## config.mk

```make
export PLATFORM = sky130hd
export DESIGN_NAME = xor_checksum_packet_deframer_flat
export DESIGN_NICKNAME = d
export VERILOG_FILES = /design/src/hdl/xcd_pkg.sv /design/src/hdl/xcd_in_if.sv /design/src/hdl/xcd_out_if.sv /design/src/hdl/xcd_front.sv /design/src/hdl/xcd_queue.sv /design/src/hdl/xcd_back.sv /design/src/hdl/xor_checksum_packet_deframer.sv /design/src/flat_wrapper.sv
export SDC_FILE = /design/constraint.sdc
export NUM_CORES = 1
export LEC_CHECK = 0
export BUFFER_PORTS_ARGS = -buffer_cell sky130_fd_sc_hd__buf_2
export CAP_MARGIN = 20
export CORE_UTILIZATION = 55
export CTS_CLUSTER_DIAMETER = 50
export CTS_CLUSTER_SIZE = 10
export DETAILED_ROUTE_END_ITERATION = 7
export PLACE_DENSITY = 0.74
export RECOVER_POWER = 25
export SLEW_MARGIN = 5
export SYNTH_ARGS = -nofsm -noshare
export SYNTH_HDL_FRONTEND = slang
export SYNTH_SLANG_ARGS = --single-unit
```

## constraint.sdc

```tcl
create_clock -name clk -period 5.6 [get_ports clk]
set_clock_uncertainty 0.2 [all_clocks]
set_input_delay 0 -clock clk [delete_from_list [all_inputs] [get_ports clk]]
set_output_delay 0 -clock clk [all_outputs]
set_load 0.02 [all_outputs]
```

## src/hdl/xcd_pkg.sv

```systemverilog
// Shared constants, codes and types of the XOR checksum packet deframer.
// No dependencies; the front, queue, back and top level refer to this package by scoped names.
`default_nettype none

package xcd_pkg;

  // Largest payload that a frame may announce.
  localparam int MAX_PAYLOAD = 32;

  localparam int IDX_W   = (MAX_PAYLOAD > 1) ? $clog2(MAX_PAYLOAD) : 1;
  localparam int CNT_W   = $clog2(MAX_PAYLOAD + 1);
  localparam int ADDR_W  = IDX_W + 1;
  localparam int MEM_DEPTH = 2 ** ADDR_W;
  localparam logic [7:0] LEN_MAX = 8'(MAX_PAYLOAD);

  // Job queue between the front and the back.
  localparam int Q_DEPTH = 2;
  localparam int QPTR_W  = $clog2(Q_DEPTH);
  localparam int QCNT_W  = $clog2(Q_DEPTH + 1);

  // Result status codes.
  localparam logic [1:0] ST_GOOD = 2'd0;
  localparam logic [1:0] ST_LEN  = 2'd1;
  localparam logic [1:0] ST_CSUM = 2'd2;

  // Trailer characters.
  localparam logic [7:0] CH_CR = 8'h0D;
  localparam logic [7:0] CH_LF = 8'h0A;

  // One finished frame, as handed from the front to the back.
  typedef struct packed {
    logic [1:0] status;
    logic [7:0] sender;
    logic [7:0] receiver;
    logic [7:0] kind;
    logic [7:0] length;
    logic       bank;
    logic       has_data;
  } xcd_job_t;

  // Payload buffer write port driven by the front.
  typedef struct packed {
    logic              en;
    logic [ADDR_W-1:0] addr;
    logic [7:0]        data;
  } xcd_wr_t;

  // Back reports that a buffer bank has been fully drained.
  typedef struct packed {
    logic valid;
    logic bank;
  } xcd_done_t;

endpackage

`default_nettype wire

```

## src/hdl/xcd_in_if.sv

```systemverilog
// Receive byte channel of the packet deframer: valid/ready handshake with one byte.
// No dependencies.
`default_nettype none

interface xcd_in_if;
  logic       valid;
  logic       ready;
  logic [7:0] rx_byte;

  modport source (output valid, output rx_byte, input ready);
  modport sink   (input valid, input rx_byte, output ready);
endinterface

`default_nettype wire

```

## src/hdl/xcd_out_if.sv

```systemverilog
// Result channel of the packet deframer: valid/ready handshake with one result.
// No dependencies.
`default_nettype none

interface xcd_out_if;
  logic       valid;
  logic       ready;
  logic [1:0] status;
  logic [7:0] sender_id;
  logic [7:0] receiver_id;
  logic [7:0] message_kind;
  logic [7:0] payload_length;
  logic [7:0] data_byte;
  logic       data_valid;
  logic       last;

  modport source (output valid, output status, output sender_id, output receiver_id,
                  output message_kind, output payload_length, output data_byte,
                  output data_valid, output last, input ready);
  modport sink   (input valid, input status, input sender_id, input receiver_id,
                  input message_kind, input payload_length, input data_byte,
                  input data_valid, input last, output ready);
endinterface

`default_nettype wire

```

## src/hdl/xcd_front.sv

```systemverilog
// Front of the deframer: frame parser, checksum and payload buffer writes.
// Depends on xcd_pkg and xcd_in_if.
`default_nettype none

module xcd_front (
  input  wire logic               clk,
  input  wire logic               rst_n,
  xcd_in_if.sink                  in_ch,
  input  wire logic               cfg_wr_en,
  input  wire logic [7:0]         cfg_wr_data,
  input  wire logic               q_full,
  output xcd_pkg::xcd_job_t       q_job,
  output logic                    q_push,
  output xcd_pkg::xcd_wr_t        mem_wr,
  input  wire xcd_pkg::xcd_done_t done
);

  localparam logic [3:0] PH_HUNT     = 4'd0;
  localparam logic [3:0] PH_SENDER   = 4'd1;
  localparam logic [3:0] PH_RECEIVER = 4'd2;
  localparam logic [3:0] PH_KIND     = 4'd3;
  localparam logic [3:0] PH_LENGTH   = 4'd4;
  localparam logic [3:0] PH_PAYLOAD  = 4'd5;
  localparam logic [3:0] PH_CHECK    = 4'd6;
  localparam logic [3:0] PH_TRAIL    = 4'd7;
  localparam logic [3:0] PH_AFTER_CR = 4'd8;

  logic [3:0]                 phase_r, phase_nxt;
  logic [7:0]                 header_r;
  logic [7:0]                 sender_r, sender_nxt;
  logic [7:0]                 receiver_r, receiver_nxt;
  logic [7:0]                 kind_r, kind_nxt;
  logic [7:0]                 length_r, length_nxt;
  logic [xcd_pkg::CNT_W-1:0]  count_r, count_nxt;
  logic [xcd_pkg::CNT_W-1:0]  count_inc;
  logic [7:0]                 xor_r, xor_nxt;
  logic                       wbank_r, wbank_nxt;
  logic [1:0]                 busy_r, busy_nxt;
  logic                       accept;
  logic [7:0]                 b;
  logic                       sum_ok;

  assign b         = in_ch.rx_byte;
  assign accept    = in_ch.valid && in_ch.ready;
  assign count_inc = count_r + xcd_pkg::CNT_W'(1);
  assign sum_ok    = (b == xor_r);

  // Stall where a job may be queued and the queue is full, or where the bank
  // being filled is still being drained.
  always_comb begin
    in_ch.ready = 1'b1;
    if ((phase_r == PH_LENGTH || phase_r == PH_CHECK) && q_full) begin
      in_ch.ready = 1'b0;
    end
    if (phase_r == PH_PAYLOAD && busy_r[wbank_r]) begin
      in_ch.ready = 1'b0;
    end
  end

  always_comb begin
    phase_nxt    = phase_r;
    sender_nxt   = sender_r;
    receiver_nxt = receiver_r;
    kind_nxt     = kind_r;
    length_nxt   = length_r;
    count_nxt    = count_r;
    xor_nxt      = xor_r;
    wbank_nxt    = wbank_r;
    busy_nxt     = busy_r;
    q_push       = 1'b0;
    q_job.status   = xcd_pkg::ST_GOOD;
    q_job.sender   = sender_r;
    q_job.receiver = receiver_r;
    q_job.kind     = kind_r;
    q_job.length   = length_r;
    q_job.bank     = wbank_r;
    q_job.has_data = 1'b0;
    mem_wr.en    = 1'b0;
    mem_wr.addr  = {wbank_r, count_r[xcd_pkg::IDX_W-1:0]};
    mem_wr.data  = b;

    if (done.valid) begin
      busy_nxt[done.bank] = 1'b0;
    end

    if (accept) begin
      unique case (phase_r)
        PH_SENDER: begin
          sender_nxt = b;
          phase_nxt  = PH_RECEIVER;
        end
        PH_RECEIVER: begin
          receiver_nxt = b;
          phase_nxt    = PH_KIND;
        end
        PH_KIND: begin
          kind_nxt  = b;
          phase_nxt = PH_LENGTH;
        end
        PH_LENGTH: begin
          length_nxt = b;
          if (b > xcd_pkg::LEN_MAX) begin
            q_push       = 1'b1;
            q_job.status = xcd_pkg::ST_LEN;
            q_job.length = b;
            phase_nxt    = PH_HUNT;
          end else begin
            xor_nxt   = sender_r ^ receiver_r ^ kind_r ^ b;
            count_nxt = '0;
            phase_nxt = (b == 8'd0) ? PH_CHECK : PH_PAYLOAD;
          end
        end
        PH_PAYLOAD: begin
          mem_wr.en = 1'b1;
          xor_nxt   = xor_r ^ b;
          count_nxt = count_inc;
          if (8'(count_inc) >= length_r) begin
            phase_nxt = PH_CHECK;
          end
        end
        PH_CHECK: begin
          q_push         = 1'b1;
          q_job.status   = sum_ok ? xcd_pkg::ST_GOOD : xcd_pkg::ST_CSUM;
          q_job.has_data = sum_ok && (length_r != 8'd0);
          if (sum_ok && (length_r != 8'd0)) begin
            busy_nxt[wbank_r] = 1'b1;
            wbank_nxt         = !wbank_r;
          end
          phase_nxt = PH_TRAIL;
        end
        PH_TRAIL: begin
          if (b == xcd_pkg::CH_CR) begin
            phase_nxt = PH_AFTER_CR;
          end else if (b == xcd_pkg::CH_LF) begin
            phase_nxt = PH_HUNT;
          end else begin
            phase_nxt = (b == header_r) ? PH_SENDER : PH_HUNT;
          end
        end
        PH_AFTER_CR: begin
          if (b == xcd_pkg::CH_LF) begin
            phase_nxt = PH_HUNT;
          end else begin
            phase_nxt = (b == header_r) ? PH_SENDER : PH_HUNT;
          end
        end
        default: begin
          phase_nxt = (b == header_r) ? PH_SENDER : PH_HUNT;
        end
      endcase
    end
  end

  always_ff @(posedge clk) begin
    if (!rst_n) begin
      phase_r    <= PH_HUNT;
      header_r   <= 8'd0;
      sender_r   <= 8'd0;
      receiver_r <= 8'd0;
      kind_r     <= 8'd0;
      length_r   <= 8'd0;
      count_r    <= '0;
      xor_r      <= 8'd0;
      wbank_r    <= 1'b0;
      busy_r     <= 2'b00;
    end else begin
      phase_r    <= phase_nxt;
      sender_r   <= sender_nxt;
      receiver_r <= receiver_nxt;
      kind_r     <= kind_nxt;
      length_r   <= length_nxt;
      count_r    <= count_nxt;
      xor_r      <= xor_nxt;
      wbank_r    <= wbank_nxt;
      busy_r     <= busy_nxt;
      if (cfg_wr_en) begin
        header_r <= cfg_wr_data;
      end
    end
  end

`ifndef SYNTHESIS
  // A payload byte must never land in a bank that still awaits draining.
  a_wr_free_bank: assert property (@(posedge clk) disable iff (!rst_n)
    mem_wr.en |-> !busy_r[wbank_r])
    else $error("payload write into a busy bank");
`endif

endmodule

`default_nettype wire

```

## src/hdl/xcd_queue.sv

```systemverilog
// Short job queue between the deframer's front and back, held in flip-flops.
// Depends on xcd_pkg.
`default_nettype none

module xcd_queue (
  input  wire logic              clk,
  input  wire logic              rst_n,
  input  wire logic              push,
  input  wire xcd_pkg::xcd_job_t push_job,
  output logic                   full,
  input  wire logic              pop,
  output xcd_pkg::xcd_job_t      head,
  output logic                   not_empty
);

  xcd_pkg::xcd_job_t            slot_r [xcd_pkg::Q_DEPTH];
  logic [xcd_pkg::QPTR_W-1:0]   wr_ptr_r, rd_ptr_r;
  logic [xcd_pkg::QCNT_W-1:0]   count_r;

  assign full      = (count_r == xcd_pkg::QCNT_W'(xcd_pkg::Q_DEPTH));
  assign not_empty = (count_r != '0);
  assign head      = slot_r[rd_ptr_r];

  always_ff @(posedge clk) begin
    if (push) begin
      slot_r[wr_ptr_r] <= push_job;
    end
  end

  always_ff @(posedge clk) begin
    if (!rst_n) begin
      wr_ptr_r <= '0;
      rd_ptr_r <= '0;
      count_r  <= '0;
    end else begin
      if (push) begin
        wr_ptr_r <= wr_ptr_r + xcd_pkg::QPTR_W'(1);
      end
      if (pop) begin
        rd_ptr_r <= rd_ptr_r + xcd_pkg::QPTR_W'(1);
      end
      if (push && !pop) begin
        count_r <= count_r + xcd_pkg::QCNT_W'(1);
      end else if (pop && !push) begin
        count_r <= count_r - xcd_pkg::QCNT_W'(1);
      end
    end
  end

`ifndef SYNTHESIS
  a_no_overflow: assert property (@(posedge clk) disable iff (!rst_n)
    push |-> (!full || pop))
    else $error("job queue overflow");

  a_no_underflow: assert property (@(posedge clk) disable iff (!rst_n)
    pop |-> not_empty)
    else $error("job queue underflow");
`endif

endmodule

`default_nettype wire

```

## src/hdl/xcd_back.sv

```systemverilog
// Back of the deframer: two-bank payload buffer and the result sequencer.
// Depends on xcd_pkg and xcd_out_if.
`default_nettype none

module xcd_back (
  input  wire logic              clk,
  input  wire logic              rst_n,
  input  wire xcd_pkg::xcd_wr_t  mem_wr,
  input  wire xcd_pkg::xcd_job_t q_head,
  input  wire logic              q_not_empty,
  output logic                   q_pop,
  output xcd_pkg::xcd_done_t     done,
  xcd_out_if.source              out_ch
);

  localparam logic [1:0] B_IDLE   = 2'd0;
  localparam logic [1:0] B_FETCH  = 2'd1;
  localparam logic [1:0] B_LOAD   = 2'd2;
  localparam logic [1:0] B_SINGLE = 2'd3;

  logic [7:0] mem [xcd_pkg::MEM_DEPTH];
  logic [7:0] rd_data_r;
  logic       rd_en;

  logic [1:0]                state_r, state_nxt;
  xcd_pkg::xcd_job_t         job_r, job_nxt;
  logic [xcd_pkg::IDX_W-1:0] idx_r, idx_nxt;
  logic                      is_last;
  logic                      out_free;
  logic                      load;
  logic                      load_data;

  logic       out_valid_r;
  logic [1:0] st_r;
  logic [7:0] snd_r, rcv_r, knd_r, len_r, dat_r;
  logic       dv_r, last_r;

  assign out_free = !out_valid_r || out_ch.ready;
  assign is_last  = ((8'(idx_r) + 8'd1) == job_r.length);

  always_comb begin
    state_nxt  = state_r;
    job_nxt    = job_r;
    idx_nxt    = idx_r;
    q_pop      = 1'b0;
    rd_en      = 1'b0;
    load       = 1'b0;
    load_data  = 1'b0;
    done.valid = 1'b0;
    done.bank  = job_r.bank;
    unique case (state_r)
      B_IDLE: begin
        if (q_not_empty) begin
          q_pop     = 1'b1;
          job_nxt   = q_head;
          idx_nxt   = '0;
          state_nxt = q_head.has_data ? B_FETCH : B_SINGLE;
        end
      end
      B_FETCH: begin
        rd_en     = 1'b1;
        state_nxt = B_LOAD;
      end
      B_LOAD: begin
        if (out_free) begin
          load      = 1'b1;
          load_data = 1'b1;
          if (is_last) begin
            done.valid = 1'b1;
            state_nxt  = B_IDLE;
          end else begin
            idx_nxt   = idx_r + xcd_pkg::IDX_W'(1);
            state_nxt = B_FETCH;
          end
        end
      end
      B_SINGLE: begin
        if (out_free) begin
          load      = 1'b1;
          state_nxt = B_IDLE;
        end
      end
      default: begin
        state_nxt = B_IDLE;
      end
    endcase
  end

  always_ff @(posedge clk) begin
    if (mem_wr.en) begin
      mem[mem_wr.addr] <= mem_wr.data;
    end
    if (rd_en) begin
      rd_data_r <= mem[{job_r.bank, idx_r}];
    end
  end

  always_ff @(posedge clk) begin
    job_r <= job_nxt;
    idx_r <= idx_nxt;
    if (load) begin
      st_r   <= job_r.status;
      snd_r  <= job_r.sender;
      rcv_r  <= job_r.receiver;
      knd_r  <= job_r.kind;
      len_r  <= job_r.length;
      dat_r  <= load_data ? rd_data_r : 8'd0;
      dv_r   <= load_data;
      last_r <= load_data ? is_last : 1'b1;
    end
  end

  always_ff @(posedge clk) begin
    if (!rst_n) begin
      state_r     <= B_IDLE;
      out_valid_r <= 1'b0;
    end else begin
      state_r <= state_nxt;
      if (load) begin
        out_valid_r <= 1'b1;
      end else if (out_ch.ready) begin
        out_valid_r <= 1'b0;
      end
    end
  end

  assign out_ch.valid          = out_valid_r;
  assign out_ch.status         = st_r;
  assign out_ch.sender_id      = snd_r;
  assign out_ch.receiver_id    = rcv_r;
  assign out_ch.message_kind   = knd_r;
  assign out_ch.payload_length = len_r;
  assign out_ch.data_byte      = dat_r;
  assign out_ch.data_valid     = dv_r;
  assign out_ch.last           = last_r;

`ifndef SYNTHESIS
  // A bank is released in the same cycle as its final data result is loaded.
  a_done_on_last: assert property (@(posedge clk) disable iff (!rst_n)
    done.valid |=> (out_valid_r && last_r && dv_r))
    else $error("bank released without a final data result");
`endif

endmodule

`default_nettype wire

```

## src/hdl/xor_checksum_packet_deframer.sv

```systemverilog
// Top level of the XOR checksum length-prefixed packet deframer.
// Depends on xcd_pkg, xcd_in_if, xcd_out_if, xcd_front, xcd_queue and xcd_back.
//
//   Channel   Direction  Handshake        Contents
//   in_chan   in         valid/ready      rx_byte: one received serial byte
//   out_chan  out        valid/ready      status, header fields, data_byte, data_valid, last
//   cfg_*     in         write enable     cfg_wr_data: start-of-packet header value
//
// The front takes one byte per cycle; it stalls on a payload byte while the bank it is filling
// still awaits draining, and on a length or checksum byte while the job queue is full.
// The back reads each payload byte from the registered buffer (B_FETCH), then loads it as a result
// (B_LOAD) once the output register is free, and fetches no new byte until the last one is loaded.
// Error and empty-packet results are loaded from B_SINGLE after leaving the queue, with no buffer read.
// Reset is synchronous and active low; there is no clearing pass over the buffer.
`default_nettype none

module xor_checksum_packet_deframer (
  input  wire logic       clk,
  input  wire logic       rst_n,
  xcd_in_if.sink          in_chan,
  xcd_out_if.source       out_chan,
  input  wire logic       cfg_wr_en,
  input  wire logic [7:0] cfg_wr_data
);

  // Finished frames travel to the back as jobs through a short queue.
  xcd_pkg::xcd_job_t  push_job;
  xcd_pkg::xcd_job_t  head_job;
  logic               q_push;
  logic               q_pop;
  logic               q_full;
  logic               q_not_empty;

  // The front writes payload bytes into the back's two-bank buffer; the back
  // hands a bank back once its run of results has been loaded.
  xcd_pkg::xcd_wr_t   mem_wr;
  xcd_pkg::xcd_done_t done;

  xcd_front u_front (
    .clk         (clk),
    .rst_n       (rst_n),
    .in_ch       (in_chan),
    .cfg_wr_en   (cfg_wr_en),
    .cfg_wr_data (cfg_wr_data),
    .q_full      (q_full),
    .q_job       (push_job),
    .q_push      (q_push),
    .mem_wr      (mem_wr),
    .done        (done)
  );

  xcd_queue u_queue (
    .clk       (clk),
    .rst_n     (rst_n),
    .push      (q_push),
    .push_job  (push_job),
    .full      (q_full),
    .pop       (q_pop),
    .head      (head_job),
    .not_empty (q_not_empty)
  );

  xcd_back u_back (
    .clk         (clk),
    .rst_n       (rst_n),
    .mem_wr      (mem_wr),
    .q_head      (head_job),
    .q_not_empty (q_not_empty),
    .q_pop       (q_pop),
    .done        (done),
    .out_ch      (out_chan)
  );

endmodule

`default_nettype wire
```

## src/flat_wrapper.sv

```systemverilog
// flat-port wrapper written by rule: the top's interface ports become plain ports
module xor_checksum_packet_deframer_flat 
  (clk, rst_n, cfg_wr_en, cfg_wr_data, in_chan_valid, in_chan_rx_byte, in_chan_ready, out_chan_valid, out_chan_status, out_chan_sender_id, out_chan_receiver_id, out_chan_message_kind, out_chan_payload_length, out_chan_data_byte, out_chan_data_valid, out_chan_last, out_chan_ready);
  xcd_in_if in_chan_i ();
  xcd_out_if out_chan_i ();
  input  wire logic clk;
  input  wire logic rst_n;
  input  wire logic cfg_wr_en;
  input  wire logic [7:0] cfg_wr_data;
  input wire logic [$bits(in_chan_i.valid)-1:0] in_chan_valid;
  input wire logic [$bits(in_chan_i.rx_byte)-1:0] in_chan_rx_byte;
  output wire logic [$bits(in_chan_i.ready)-1:0] in_chan_ready;
  output wire logic [$bits(out_chan_i.valid)-1:0] out_chan_valid;
  output wire logic [$bits(out_chan_i.status)-1:0] out_chan_status;
  output wire logic [$bits(out_chan_i.sender_id)-1:0] out_chan_sender_id;
  output wire logic [$bits(out_chan_i.receiver_id)-1:0] out_chan_receiver_id;
  output wire logic [$bits(out_chan_i.message_kind)-1:0] out_chan_message_kind;
  output wire logic [$bits(out_chan_i.payload_length)-1:0] out_chan_payload_length;
  output wire logic [$bits(out_chan_i.data_byte)-1:0] out_chan_data_byte;
  output wire logic [$bits(out_chan_i.data_valid)-1:0] out_chan_data_valid;
  output wire logic [$bits(out_chan_i.last)-1:0] out_chan_last;
  input wire logic [$bits(out_chan_i.ready)-1:0] out_chan_ready;
  assign in_chan_i.valid = in_chan_valid;
  assign in_chan_i.rx_byte = in_chan_rx_byte;
  assign in_chan_ready = in_chan_i.ready;
  assign out_chan_valid = out_chan_i.valid;
  assign out_chan_status = out_chan_i.status;
  assign out_chan_sender_id = out_chan_i.sender_id;
  assign out_chan_receiver_id = out_chan_i.receiver_id;
  assign out_chan_message_kind = out_chan_i.message_kind;
  assign out_chan_payload_length = out_chan_i.payload_length;
  assign out_chan_data_byte = out_chan_i.data_byte;
  assign out_chan_data_valid = out_chan_i.data_valid;
  assign out_chan_last = out_chan_i.last;
  assign out_chan_i.ready = out_chan_ready;
  xor_checksum_packet_deframer u_core (.clk(clk), .rst_n(rst_n), .in_chan(in_chan_i), .out_chan(out_chan_i), .cfg_wr_en(cfg_wr_en), .cfg_wr_data(cfg_wr_data));
endmodule
```

-- After elaboration in Yosys (flattened, before gate mapping)
Memories as Yosys holds them, arrays and structs flattened. A register that Yosys moved wholly into a read port is not among the register bits.
Index checks and enable logic that the tools add are counted.
- add/sub/neg operators: 7
- order comparisons: 6
- equality and inequality tests: 23
- multiplexer cells: 66
- bitwise gates (word level): 7
- reductions and logical operators: 33
- operator list (kind ; number):
    2-to-1 mux 1 bit ; 33
    2-to-1 mux 8 bit ; 4
    one-hot mux 4 bit (8 select lines) ; 1
    bitwise XOR 8 bit ; 4
    2-to-1 mux 2 bit ; 13
    == test 4 x 3 -> 1 bit, second input constant ; 4
    == test 8 x 4 -> 1 bit, second input constant ; 2
    == test 8 bit ; 2
    one-hot mux 8 bit (2 select lines) ; 1
    2-to-1 mux 5 bit ; 3
    one-hot mux 6 bit (2 select lines) ; 1
    AND reduction 2 bit ; 6
    one-hot mux 5 bit (2 select lines) ; 1
    nonzero test 2 bit ; 5
    AND reduction 3 bit ; 3
    == test 4 x 2 -> 1 bit, second input constant ; 2
    == test 6 x 8 -> 1 bit ; 1
    greater-or-equal comparator 6 x 8 -> 1 bit ; 1
    greater-than comparator 8 x 6 -> 1 bit, second input constant ; 1
    logical AND 1 bit ; 8
    logical NOT 8 bit ; 1
    2-to-1 mux 4 bit ; 2
    inequality test 2 bit, second input constant ; 4
    one-hot mux 2 bit (4 select lines) ; 1
    27 further kinds ; 38
- bits in registers: 152
- RAM bits: 584
- logic and storage cells: 174
- memories: 2
- memory list (memory ; words ; width ; read ports ; clocked after memory_dff ; write ports ; RTL line ; text):
    u_core.u_back.mem ; 64 ; 8 ; 1 ; 1 ; 1 ; xcd_back.sv:21 ; logic [7:0] mem [xcd_pkg::MEM_DEPTH];
    u_core.u_queue.slot_r ; 2 ; 36 ; 1 ; 1 ; 1 ; xcd_queue.sv:16 ; xcd_pkg::xcd_job_t slot_r [xcd_pkg::Q_DEPTH];

-- Longest topological paths before layout
Gate-level depths: netlist of the first run.
- word-level depth: 11
- mapped depth: 11
- depth with buffers taken out: 10

-- By module
A second synthesis of the first run with hierarchy kept.
- cells, all modules: 1628
- area, all modules: 29519.6 um^2
- by module, submodules not included (module ; instances ; cells an instance ; area each (um^2) ; seq. area each (um^2)):
    xcd_back ; 1 ; 1062 ; 23123.4 ; 18197.5
    xcd_front ; 1 ; 432 ; 3568.4 ; 1221.2
    xcd_queue ; 1 ; 134 ; 2827.7 ; 2262.2

-- Worst setup path before layout of the first run
No wires, ideal clock.
- path kind: flip-flop to flip-flop
- from: register u_core.u_queue.count_r[0] in the netlist's numbering
- to: register u_core.u_queue.count_r[1] in the netlist's numbering
- setup time: 0.070 ns
- data arrival time: 4.225 ns
- setup slack: 1.104 ns
- cell stages (with the launch flop): 8
- cell sequence: dfxtp_1 nor2_1 nor3_1 inv_1 ha_1 xor2_1 or3_1 a21oi_1
- elaborated cells on any way between the ends: 18
- classes of those cells: add/sub: 2; eq/ne: 1; mux: 7; reduce/logical: 8
- RTL lines (element ; RTL line ; text):
    from (decl) ; xcd_queue.sv:18 ; logic [xcd_pkg::QCNT_W-1:0] count_r;
    from (signal assigned) ; xcd_queue.sv:43 ; count_r <= count_r + xcd_pkg::QCNT_W'(1);
    from (signal assigned) ; xcd_queue.sv:45 ; count_r <= count_r - xcd_pkg::QCNT_W'(1);
    nonzero test 2 bit (*) ; xcd_queue.sv:21 ; assign not_empty = (count_r != '0);
    2-to-1 mux 1 bit (*) ; xcd_back.sv:53 ; if (q_not_empty) begin
    2-to-1 mux 1 bit (*) ; xcd_back.sv:51 ; unique case (state_r)
    via u_core.q_pop ; xor_checksum_packet_deframer.sv:30 ; logic q_pop;
    logical NOT 1 bit ; xcd_queue.sv:42 ; if (push && !pop) begin
    logical AND 1 bit ; xcd_queue.sv:42 ;
    2-to-1 mux 2 bit / nonzero test 2 bit (equally long branches) ; n/a ;
Mark *: on every way through the listed nets, which the timed path passes. The rest lies on a longest branch. The select of a mux whose other input is x is not followed.
A chain may end at the register's enable or synchronous reset.

-- Final worst setup path of the first run
- from: register u_core.u_front.wbank_r
- to: memory u_core.u_back.mem[6][0] (enable)
- longest elaborated chain between the ends: 8
- RTL lines (element ; RTL line ; text):
    from (decl) ; xcd_front.sv:37 ; logic wbank_r, wbank_nxt;
    from (signal assigned) ; xcd_front.sv:174 ; wbank_r <= wbank_nxt;
    2-to-1 mux 1 bit (implied by the code) (2 in a row) ; xcd_front.sv:55 ; if (phase_r == PH_PAYLOAD && busy_r[wbank_r]) begin
    logical AND 1 bit ; xcd_front.sv:55 ;
    2-to-1 mux 1 bit ; xcd_front.sv:55 ;
    logical AND 1 bit ; xcd_front.sv:44 ; assign accept = in_ch.valid && in_ch.ready;
    2-to-1 mux 1 bit ; xcd_front.sv:86 ; if (accept) begin
    2-to-1 mux 1 bit ; xcd_back.sv:90 ; if (mem_wr.en) begin
    2-to-1 mux 1 bit (implied by the code) ; xcd_back.sv:91 ; mem[mem_wr.addr] <= mem_wr.data;
    to (decl) ; xcd_back.sv:21 ;
Several ways; a longest one is shown, not always the timed one. The select of a mux whose other input is x is not followed.

==> qor.yml, run 1 <==
status: "complete, but fails checks"
violations: "capacitance limit, slew limit"
power_leakage_uw: 0.0104
rsz0062_at_grt: "false"
fillers: 3477
path_clk_slew_ns: 0.05
syn_nets: 1576
r2r_cells: 5
tightest_slew_ns: 3.42
drtIter0Drc: 1723
synthTopCellsByArea: "edfxtp_1, mux4_2, dfxtp_1"
end_kind: "flop"
areaGrowthSynthToFinish_pct: 13.1
syn-cell-area_mm2: 0.0291
synth-edff-count: 676
grt_use_met3: 0.0571
final.setup.tns_ns: 0
start_kind: "flop"
antenna-diode-count: 0
gp_routability_congestion: 0.848
clockBufferDepth: 3
dpl_worst_slack_ns: 1.54
drt-pass1-iter-count: 6
place_hpwl_um: 38700
clockRootBuffer: "clkbuf_16"
cts_made_buffers: 85
busiest_layer: "met2"
cts.sinks: 745
fmax_ghz: 0.242
worstPathArrival_ns: 4.19
overflow: 0
largest_reg_flops: 512
die_y_um: 232
rr_endpoint: "u_core.u_back.mem[6][0]"
setup_slack_ns: 1.47
post_synth.cell_area_avg_um2: 18.8
worstSkewPairLatency_ns: 0.62
viasPerCell: 6.23
routed_wl_um: 64800
synthDistinctLibCells: 59
irDropWorstVdd_uv: 316
final.min_clock_period_ns: 4.13
drive_above_1_share: 0.195
yosys.area.top_type: "edfxtp_1"
portBuffers: 66
multi_input_area_mm2: 0.00692
setup.worst_path.start: "u_core.u_front.wbank_r"
register_area_mm2: 0.0217
rows: 83
grt_usage: 0.250
yosysWarnings: 0
pwr_density_cell_mw_per_mm2: 449
yosysTopAreaCellShare: 0.699
hold_path.class: "in -> reg"
timing.rr.start: "u_core.u_front.wbank_r"
wl_per_cell_um: 27.0
ant_nets: 0
gr-usage-met1: 0.348
cts_htree_levels: 3
regMostFlops: "u_core.u_back.mem"
hold_violations: 0
nNetsFinal: 1709
crit_type: "reg -> reg"
synth_cells: 1546
dp_cells: 2232
min_period_over_period: 0.738
synth-async-reset-ratio: 0
endpoint: "u_core.u_back.mem[6][0]"
ys_seq_area_frac: 0.746
dieArea_mm2: 0.0537
io_pins: 67
instances_no_fill: 2396
grt_max_degree: 115
required_ns: 5.65
start_util: 0.562
slew_headroom: -1.28
cap_viol_max_count: 6
core_area_mm2: 0.0517
die_w_um: 232
grt_pass1_vias: 14900
top_regs: "u_core.u_back.mem: 512 flops, u_core.u_queue.slot_r: 72 flops, u_core.u_back.job_r: 34 flops"
drv_slew: 305
critical_path.max_fanout: 14
finalSetupViolations: 0
cts_tree: "done"
ys_seq_elements: 745
num_vias: 14900
grtUsageMet2: 0.391
synth_top_flop_cell: "edfxtp_1"
grt_antenna_before_repair: 2
drc: 0
r2r_slack_ns: 1.47
grt_pass1_wl_um: 96700
## cells in the mapped netlist (4+ instances only)
cell / count
nor2b_1: 11
inv_1: 16
buf_2: 19
o21ai_0: 22
nor4_1: 7
a22oi_1: 11
o221ai_1: 6
nand4_1: 4
o21ai_1: 9
a21oi_1: 35
xnor2_1: 24
nand2b_1: 7
edfxtp_1: 676
o211ai_1: 9
nand2_1: 50
o22ai_1: 16
xor2_1: 25
nor3_1: 8
mux2i_1: 40
mux2_2: 36
buf_6: 6
buf_1: 8
nand3_1: 16
nand3b_1: 6
clkbuf_1: 49
and2_1: 10
ha_1: 9
mux4_2: 154
nor2_1: 148
dfxtp_1: 69
## timing repair
| action | 4_1_cts | 5_1_grt |
|---|---|---|
| resized for setup | 0 | 0 |
| setup buffers | 0 | 0 |
| endpoints found under the hold margin | 192 | 0 |
| hold buffers | 37 | 0 |
## worst min path at each step
stage	end	start	cells past startpoint
2_1_floorplan	u_core.u_back.mem[0][0]	in_chan_rx_byte[0]	0
3_3_place_gp	u_core.u_front.header_r[5]	cfg_wr_data[5]	3
3_5_place_dp	u_core.u_front.header_r[7]	cfg_wr_data[7]	3
4_1_cts	u_core.u_back.out_ch.valid	out_chan_ready	5
5_1_grt	u_core.u_back.out_ch.valid	out_chan_ready	5
6_report	u_core.u_back.out_ch.valid	out_chan_ready	5
## area by class of cell
class                      count  share of cell area
clock inverter                 4             0.00148
sequential                   745               0.660
clock buffer                 120              0.0726
timing repair buffer         132              0.0279
tap                          680              0.0259
inverter                      17             0.00194
multi-input combinational    698               0.211
## through the flow
stage                      util  area, µm²  hold slack, ns  power [µW]
after floorplan               -      29100          -0.101        8960
after global placement    0.582      30100          0.0377        9860
after detailed placement  0.582      30100          0.0464        9900
after CTS                 0.636      32900          0.0366       14900
after global routing      0.636      32900          0.0830       15200
final                     0.636      32900          0.0699       14800
## placed cells by master, fill, tap and decap left out, types with 3 or more instances in the layout
| cell type | count |
|---|---|
| nand2_1 | 50 |
| o22ai_1 | 16 |
| clkbuf_16 | 91 |
| edfxtp_1 | 676 |
| or2_2 | 3 |
| mux2i_1 | 40 |
| o21ai_1 | 9 |
| and2_1 | 9 |
| mux4_2 | 154 |
| dfxtp_1 | 69 |
| a22oi_1 | 11 |
| o21ai_0 | 22 |
| and3_1 | 3 |
| or3_1 | 3 |
| nor2b_1 | 10 |
| nand2b_1 | 7 |
| nor4_1 | 7 |
| mux2_2 | 36 |
| nand4_1 | 4 |
| xor2_1 | 25 |
| ha_1 | 9 |
| a21oi_1 | 35 |
| nand3b_1 | 6 |
| buf_12 | 7 |
| nor3_1 | 7 |
| buf_4 | 13 |
| buf_2 | 15 |
| xnor2_1 | 24 |
| dlygate4sd3_1 | 37 |
| o211ai_1 | 9 |
| clkbuf_1 | 88 |
| inv_1 | 16 |
| nand3_1 | 16 |
| o221ai_1 | 6 |
| nor2_1 | 147 |
## metal layers
metal | routed length, µm | up-vias
met3 | 6070 | 122
li1 | - | 6381
met5 | 28 | -
met4 | 1630 | 4
met1 | 25800 | 7642
met2 | 31300 | 790
## kinds of logic after synthesis
kind of cell	Yosys count	share of synthesized area
compound gates	121	0.0264
simple gates	288	0.0451
buf+inv	103	0.0161
fa+ha+maj	9	0.00388
mux	231	0.148
xor+xnor	49	0.0148
flops	745	0.746
## worst max-delay path, stage by stage, from the launching register on
cell       delay (ns)
dfxtp_1          0.61
mux2_1           0.46
a2111oi_4        0.67
and2b_1          0.29
nand3_1          0.70
nor2_1           0.83
## where the power goes
part / switching, µW / internal [µW] / leakage, µW
combinational: 1740 / 1480 / 0.00261
clock: 2030 / 2920 / 0.00118
sequential: 166 / 6420 / 0.00667
Note: power is estimated with default switching activity, not from simulation.
==> run 2, diff against run 1 <==
==> constraint.sdc (replaced) <==
create_clock -name clk -period 4 [get_ports clk]
set_clock_uncertainty 0.2 [all_clocks]
set_input_delay 0 -clock clk [delete_from_list [all_inputs] [get_ports clk]]
set_output_delay 0 -clock clk [all_outputs]
set_load 0.02 [all_outputs]
==> run 2 against run 1 <==
  * The flow still finishes with violations (capacitance limit, slew limit)
  * Non-clock buffer count is 76 higher
  * Register-to-register slack worse by 0.76 ns
  * Clock power is 41% higher
  * Critical path depth is 5 higher
  * Clock-buffer cell count is 2 higher
  * Sequential power is 41% higher
  * Die area stayed put
  * Critical endpoint is now u_core.u_front.busy_r[0]
  * Largest power group unchanged
==> qor.yml, run 2 (synthesis gave the netlist of run 1 again) <==
drv_slew: 288  # -5.6%
hold_path.startpoint: "out_chan_ready"
endpoint: "u_core.u_front.busy_r[0]"
fmax_ghz: 0.272
grt_pass1_wl_um: 97100  # +0.41%
end_kind: "flop"
worstSkewPairLatency_ns: 0.62  # about the same
nNetsFinal: 1786  # +4.5%
regMostFlops: "u_core.u_back.mem"
path_clk_slew_ns: 0.05  # about the same
timing.rr.start: "u_core.u_front.wbank_r"
final_common_cell: "edfxtp_1"
power_leakage_uw: 0.0110  # +5.3%
rows: 83  # unchanged
violations: "capacitance limit, slew limit"
grt_antenna_before_repair: 4  # +2
multi_input_area_mm2: 0.00693  # +0.11%
worstPathArrival_ns: 4.04  # -0.15 ns
areaGrowthSynthToFinish_pct: 15.5
routed_wl_um: 64300  # -0.85%
cts_made_buffers: 86  # +1.2%
status: "complete, but fails checks"
rr_endpoint: "u_core.u_back.mem[54][5]"
fillers: 3450  # -0.78%
wl_per_cell_um: 25.9  # -4.3%
layout_common_cells: "edfxtp_1, mux4_2, nor2_1"
portBuffers: 66  # unchanged
ant_nets: 0  # unchanged
cap_viol_max_count: 6  # unchanged
core_area_mm2: 0.0517  # unchanged
drt-pass1-iter-count: 5  # -1
pwr_density_cell_mw_per_mm2: 621  # +38%
irDropWorstVdd_uv: 424  # +34%
cts_resized: 0  # unchanged
start_util: 0.562  # unchanged
required_ns: 4.36  # -1.29 ns
place_hpwl_um: 39200  # +1.4%
cts_tree: "done"
ctsHoldBuffers: 45  # +22%
hold_violations: 0  # unchanged
overflow: 0  # unchanged
die_w_um: 232  # unchanged
io_pins: 67  # unchanged
tightest_slew_ns: 2.09  # -1.33 ns
drtIter0Drc: 1649  # -4.3%
setup.worst_path.start: "in_chan_rx_byte[6]"
final.setup.tns_ns: 0  # unchanged
r2r_slack_ns: 0.71  # -0.76 ns
final.min_clock_period_ns: 3.68
die_y_um: 232  # unchanged
finalPower_uw: 20800  # +41%
r2r_cells: 6  # +1
min_period_over_period: 0.919
clockBufferDepth: 3  # unchanged
critical_path.max_fanout: 37  # +23
viasPerCell: 6.15  # -1.4%
top_regs: "u_core.u_back.mem: 512 flops, u_core.u_queue.slot_r: 72 flops, u_core.u_back.job_r: 34 flops"
finalSetupViolations: 0  # unchanged
grt_pass1_vias: 15700  # +5.4%
hold_path.class: "in -> reg"
slew_headroom: -0.395  # +0.885
gp_routability_congestion: 0.906  # +6.9%
dieArea_mm2: 0.0537  # unchanged
cts.sinks: 745  # unchanged
num_vias: 15300  # +2.1%
post_cts_buffers: 0  # unchanged
drc: 0  # unchanged
rsz0062_at_grt: "false"
cts_htree_levels: 3  # unchanged
clockRootBuffer: "clkbuf_16"
grt_usage: 0.248  # -0.00188
largest_reg_flops: 512  # unchanged
register_area_mm2: 0.0217  # unchanged
drive_above_1_share: 0.252  # +0.0576
start_kind: "input port"
crit_type: "in -> reg"
grt_max_degree: 86  # -25%
[run 2: cell types whose count changed in the layout (fill, tap and decap cells not counted), moves of 2 or more]
cell	delta
bufinv_16	+2
dlygate4sd3_1	+8
clkbuf_1	-43
clkbuf_16	-3
clkbuf_2	+2
buf_2	+46
clkinv_2	+3
buf_4	+68
inv_6	+2
[run 2: cell type report]
type                       instances  area share
clock inverter                    10     0.00362
antenna                            1   0.0000746
inverter                          17     0.00190
tap                              680      0.0254
sequential                       745       0.646
clock buffer                     122      0.0697
multi-input combinational        698       0.207
timing repair buffer             208      0.0465
[run 2: power by group]
part,switching (µW),internal [µW]
Sequential,269,8990
Combinational,2450,2130
Clock,2860,4150
Total,5580,15300
[run 2: worst min path at each step]
stage,end,slack (ns),cells past startpoint
4_1_cts,u_core.u_back.out_ch.valid,0.06,5
3_3_place_gp,u_core.u_front.header_r[4],0.04,3
6_report,u_core.u_back.out_ch.valid,0.10,5
2_1_floorplan,u_core.u_back.mem[0][0],-0.10,0
5_1_grt,u_core.u_front.phase_r[1],0.11,3
3_5_place_dp,u_core.u_front.header_r[0],0.05,3
[run 2: through the flow]
stage	std cells	instance area (µm²)	util	setup slack, ns	hold WS [ns]
after global placement	2302	30700	0.593	0.860	0.0358
after CTS	2479	33600	0.649	0.533	0.0645
after floorplan	1546	29100	-	0.260	-0.101
after detailed placement	2302	30700	0.593	0.786	0.0487
after global routing	2480	33500	0.649	0.182	0.108
final	2481	33500	0.649	0.325	0.102
[run 2: layer usage]
layer / share of wire / vias to the layer above / track usage / routed length (µm)
met3: 0.077 / 96 / 0.0505 / 4940
met5: 0.00054 / - / 0 / 35
met1: 0.40 / 7939 / 0.335 / 25500
li1: - / 6548 / - / -
met2: 0.51 / 670 / 0.408 / 32500
met4: 0.020 / 4 / 0.0755 / 1300
[run 2: worst max-delay path, cell delays in order]
cell and delay (ns):
dlygate4sd3_1 0.52, clkbuf_1 0.33, clkbuf_1 1.53, xnor2_1 0.24
nand4_1 0.15, nor2_1 0.15, and3_1 0.32, nand3b_1 0.12
nand2_1 0.08, dlygate4sd3_1 0.55
==> run 3, diff against run 2 <==
--- a/config.mk
+++ b/config.mk
@@ -11,7 +11,7 @@
 export CTS_CLUSTER_DIAMETER = 50
 export CTS_CLUSTER_SIZE = 10
 export DETAILED_ROUTE_END_ITERATION = 7
-export PLACE_DENSITY = 0.74
+export PLACE_DENSITY = 0.77
 export RECOVER_POWER = 25
 export SLEW_MARGIN = 5
 export SYNTH_ARGS = -nofsm -noshare
==> constraint.sdc (replaced) <==
create_clock -name clk -period 3 [get_ports clk]
set_clock_uncertainty 0.2 [all_clocks]
set_input_delay 0 -clock clk [delete_from_list [all_inputs] [get_ports clk]]
set_output_delay 0 -clock clk [all_outputs]
set_load 0.01 [all_outputs]
==> run 3 against run 2 <==
  * The flow still finishes with violations (capacitance limit, slew limit)
  * Setup slack worse by 0.16 ns
  * Routed wire length decreased by 2.0%
  * First-iteration DRC count rose by 2.3%
  * Die area did not move
  * Combinational power is 36% higher
  * Non-clock buffer count increased by 23
  * Register-to-register slack worse by 0.55 ns
  * Sequential cell count is the same
  * Clock-buffer cell count down 1
  * Cell area increased by 0.64%
==> qor.yml, run 3 (synthesis gave the netlist of run 1 again) <==
cap_viol_max_count: 2  # -4
nNetsFinal: 1809  # +1.3%
drtIter0Drc: 1687  # +2.3%
start_kind: "flop"
tightest_slew_ns: 1.70  # -0.393 ns
cts_htree_levels: 3  # unchanged
cts_tree: "done"
overflow: 0  # unchanged
worstPathArrival_ns: 2.95  # -1.09 ns
pwr-share-seq: 0.442  # -0.002
cts_made_buffers: 86  # unchanged
portBuffers: 66  # unchanged
post_cts_buffers: 0  # unchanged
crit_type: "reg -> reg"
areaGrowthSynthToFinish_pct: 16.2
intPower_uw: 20400  # +33%
gp_routability_congestion: 0.857  # -5.4%
finalSetupViolations: 0  # unchanged
drc: 0  # unchanged
min_period_over_period: 0.946
rows: 83  # unchanged
slowest_delay_ns: 0.53  # -1.00 ns
grt_antenna_before_repair: 2  # -2
io_pins: 67  # unchanged
final.setup.tns_ns: 0  # unchanged
clkPwrFrac: 0.334  # -0.002
layout_common_cells: "edfxtp_1, mux4_2, nor2_1"
viasPerCell: 6.09  # -1.0%
clockRootBuffer: "clkbuf_16"
critical_path.max_fanout: 12  # -68%
core_area_mm2: 0.0517  # unchanged
grt_max_degree: 80  # -7.0%
irDropWorstVdd_uv: 502  # +18%
path_clk_slew_ns: 0.05  # about the same
die_y_um: 232  # unchanged
p_switching_uw: 7390  # +33%
fmax_ghz: 0.352
dieArea_mm2: 0.0537  # unchanged
pwr_density_cell_mw_per_mm2: 822  # +32%
place_hpwl_um: 38200  # -2.5%
setup_slack_ns: 0.162  # -0.163 ns
clockBufferDepth: 3  # unchanged
violations: "capacitance limit, slew limit"
power_leakage_uw: 0.0110  # +0.30%
regMostFlops: "u_core.u_back.mem"
largest_reg_flops: 512  # unchanged
final_common_cell: "edfxtp_1"
die_w_um: 232  # unchanged
drt-pass1-iter-count: 5  # unchanged
hold_violations: 0  # unchanged
worstSkewPairLatency_ns: 0.63  # about the same
drv_slew: 153  # -47%
start_util: 0.562  # unchanged
hold_path.class: "in -> reg"
grt_pass1_vias: 15600  # -0.51%
netSwitchingFraction: 0.266  # -0.00117
rsz0062_at_grt: "false"
drive_above_1_share: 0.246  # -0.00661
instances_no_fill: 2505  # +0.97%
top_regs: "u_core.u_back.mem: 512 flops, u_core.u_queue.slot_r: 72 flops, u_core.u_back.job_r: 34 flops"
grt_pass1_wl_um: 95400  # -1.7%
finalPower_uw: 27800  # +33%
dp_cells: 2334  # +1.4%
cts.sinks: 745  # unchanged
grt_usage: 0.242  # -0.00632
required_ns: 3.11  # -1.25 ns
end_kind: "flop"
crit_slowest_cell: "dfxtp_1"
crit_chain: "nand4bb_1 > a2111oi_4 > and2b_1 > nand2_1 > nor2_1 > buf_4"
num_vias: 15200  # -0.085%
final.min_clock_period_ns: 2.84
routed_wl_um: 63000  # -2.0%
ant_nets: 0  # unchanged
wl_per_cell_um: 25.1  # -2.9%
dpl_worst_slack_ns: 0.112  # -0.674 ns
comb_power_share: 0.224  # +0.004
slew_headroom: -0.134  # +0.262
status: "complete, but fails checks"
fin_util: 0.653  # +0.00416
## run 3: cell types whose count changed in the layout (fill, tap and decap cells not counted), sizes merged
cell,before,now
buf,149,141
bufinv,2,1
clkbuf,136,175
clkinv,5,6
clkinvlp,0,1
dlygate4sd3,45,36
inv,20,21
## run 3: what timing repair did
| action | 4_1_cts | 5_1_grt |
|---|---|---|
| endpoints found under the setup margin | 0 | 1 |
| hold buffers | 36 | 0 |
| gates resized for setup | 0 | 1 |
| hold endpoints to repair | 321 | 0 |
## run 3: path summary, 6_finish.rpt
check                            start                           endpoint  depth (start not counted)  slack, ns
max reg2reg  u_core.u_front.phase_r[2]           u_core.u_back.mem[48][1]                          6       0.16
min reg2reg    u_core.u_back.job_r[27]  u_core.u_back.out_ch.sender_id[1]                          0       0.22
max          u_core.u_front.phase_r[2]           u_core.u_back.mem[48][1]                          6       0.16
min                              rst_n          u_core.u_front.phase_r[1]                          3       0.11
## run 3: per-layer routing
metal  GRT usage  part of all wire  vias to the layer above
li1            -                 -                     6587
met3      0.0527             0.079                      127
met5           0                 0                        -
met1       0.331              0.40                     7807
met4      0.0804             0.027                        0
met2       0.387              0.49                      723
## run 3: stage by stage
stage / cell area [µm²] / hold WS [ns]
final: 33800 / 0.112
after global routing: 33800 / 0.123
after detailed placement: 31000 / 0.0496
after global placement: 31000 / 0.0365
after CTS: 33800 / 0.0852
after floorplan: 29100 / -0.101
## run 3: critical path: cells and delay by family (launching register included)
family	cells	cell delay, ns
AOI/OAI and AO/OA	1	0.39
buffers and inverters	1	0.23
DFF	1	0.53
and+or+nand+nor	4	1.17
## run 3: layout make-up
cell class	count	area [µm²]
flip-flops and latches	745	21700
fillers	3336	18000
multi-input cells	698	6940
clock buffers	121	2280
repair buffers	231	1750
well taps	680	851
clock inverters	12	196
inverters	17	63.8
diodes	1	2.50
## run 3: power groups by stage
stage                     registers, µW  logic [µW]  clock network [µW]
after global placement            12400        6070                   0
after global routing              12300        6600                9790
after detailed placement          12500        6180                   0
after CTS                         12300        6260                9420
final                             12300        6210                9280
after floorplan                   12400        4250                   0
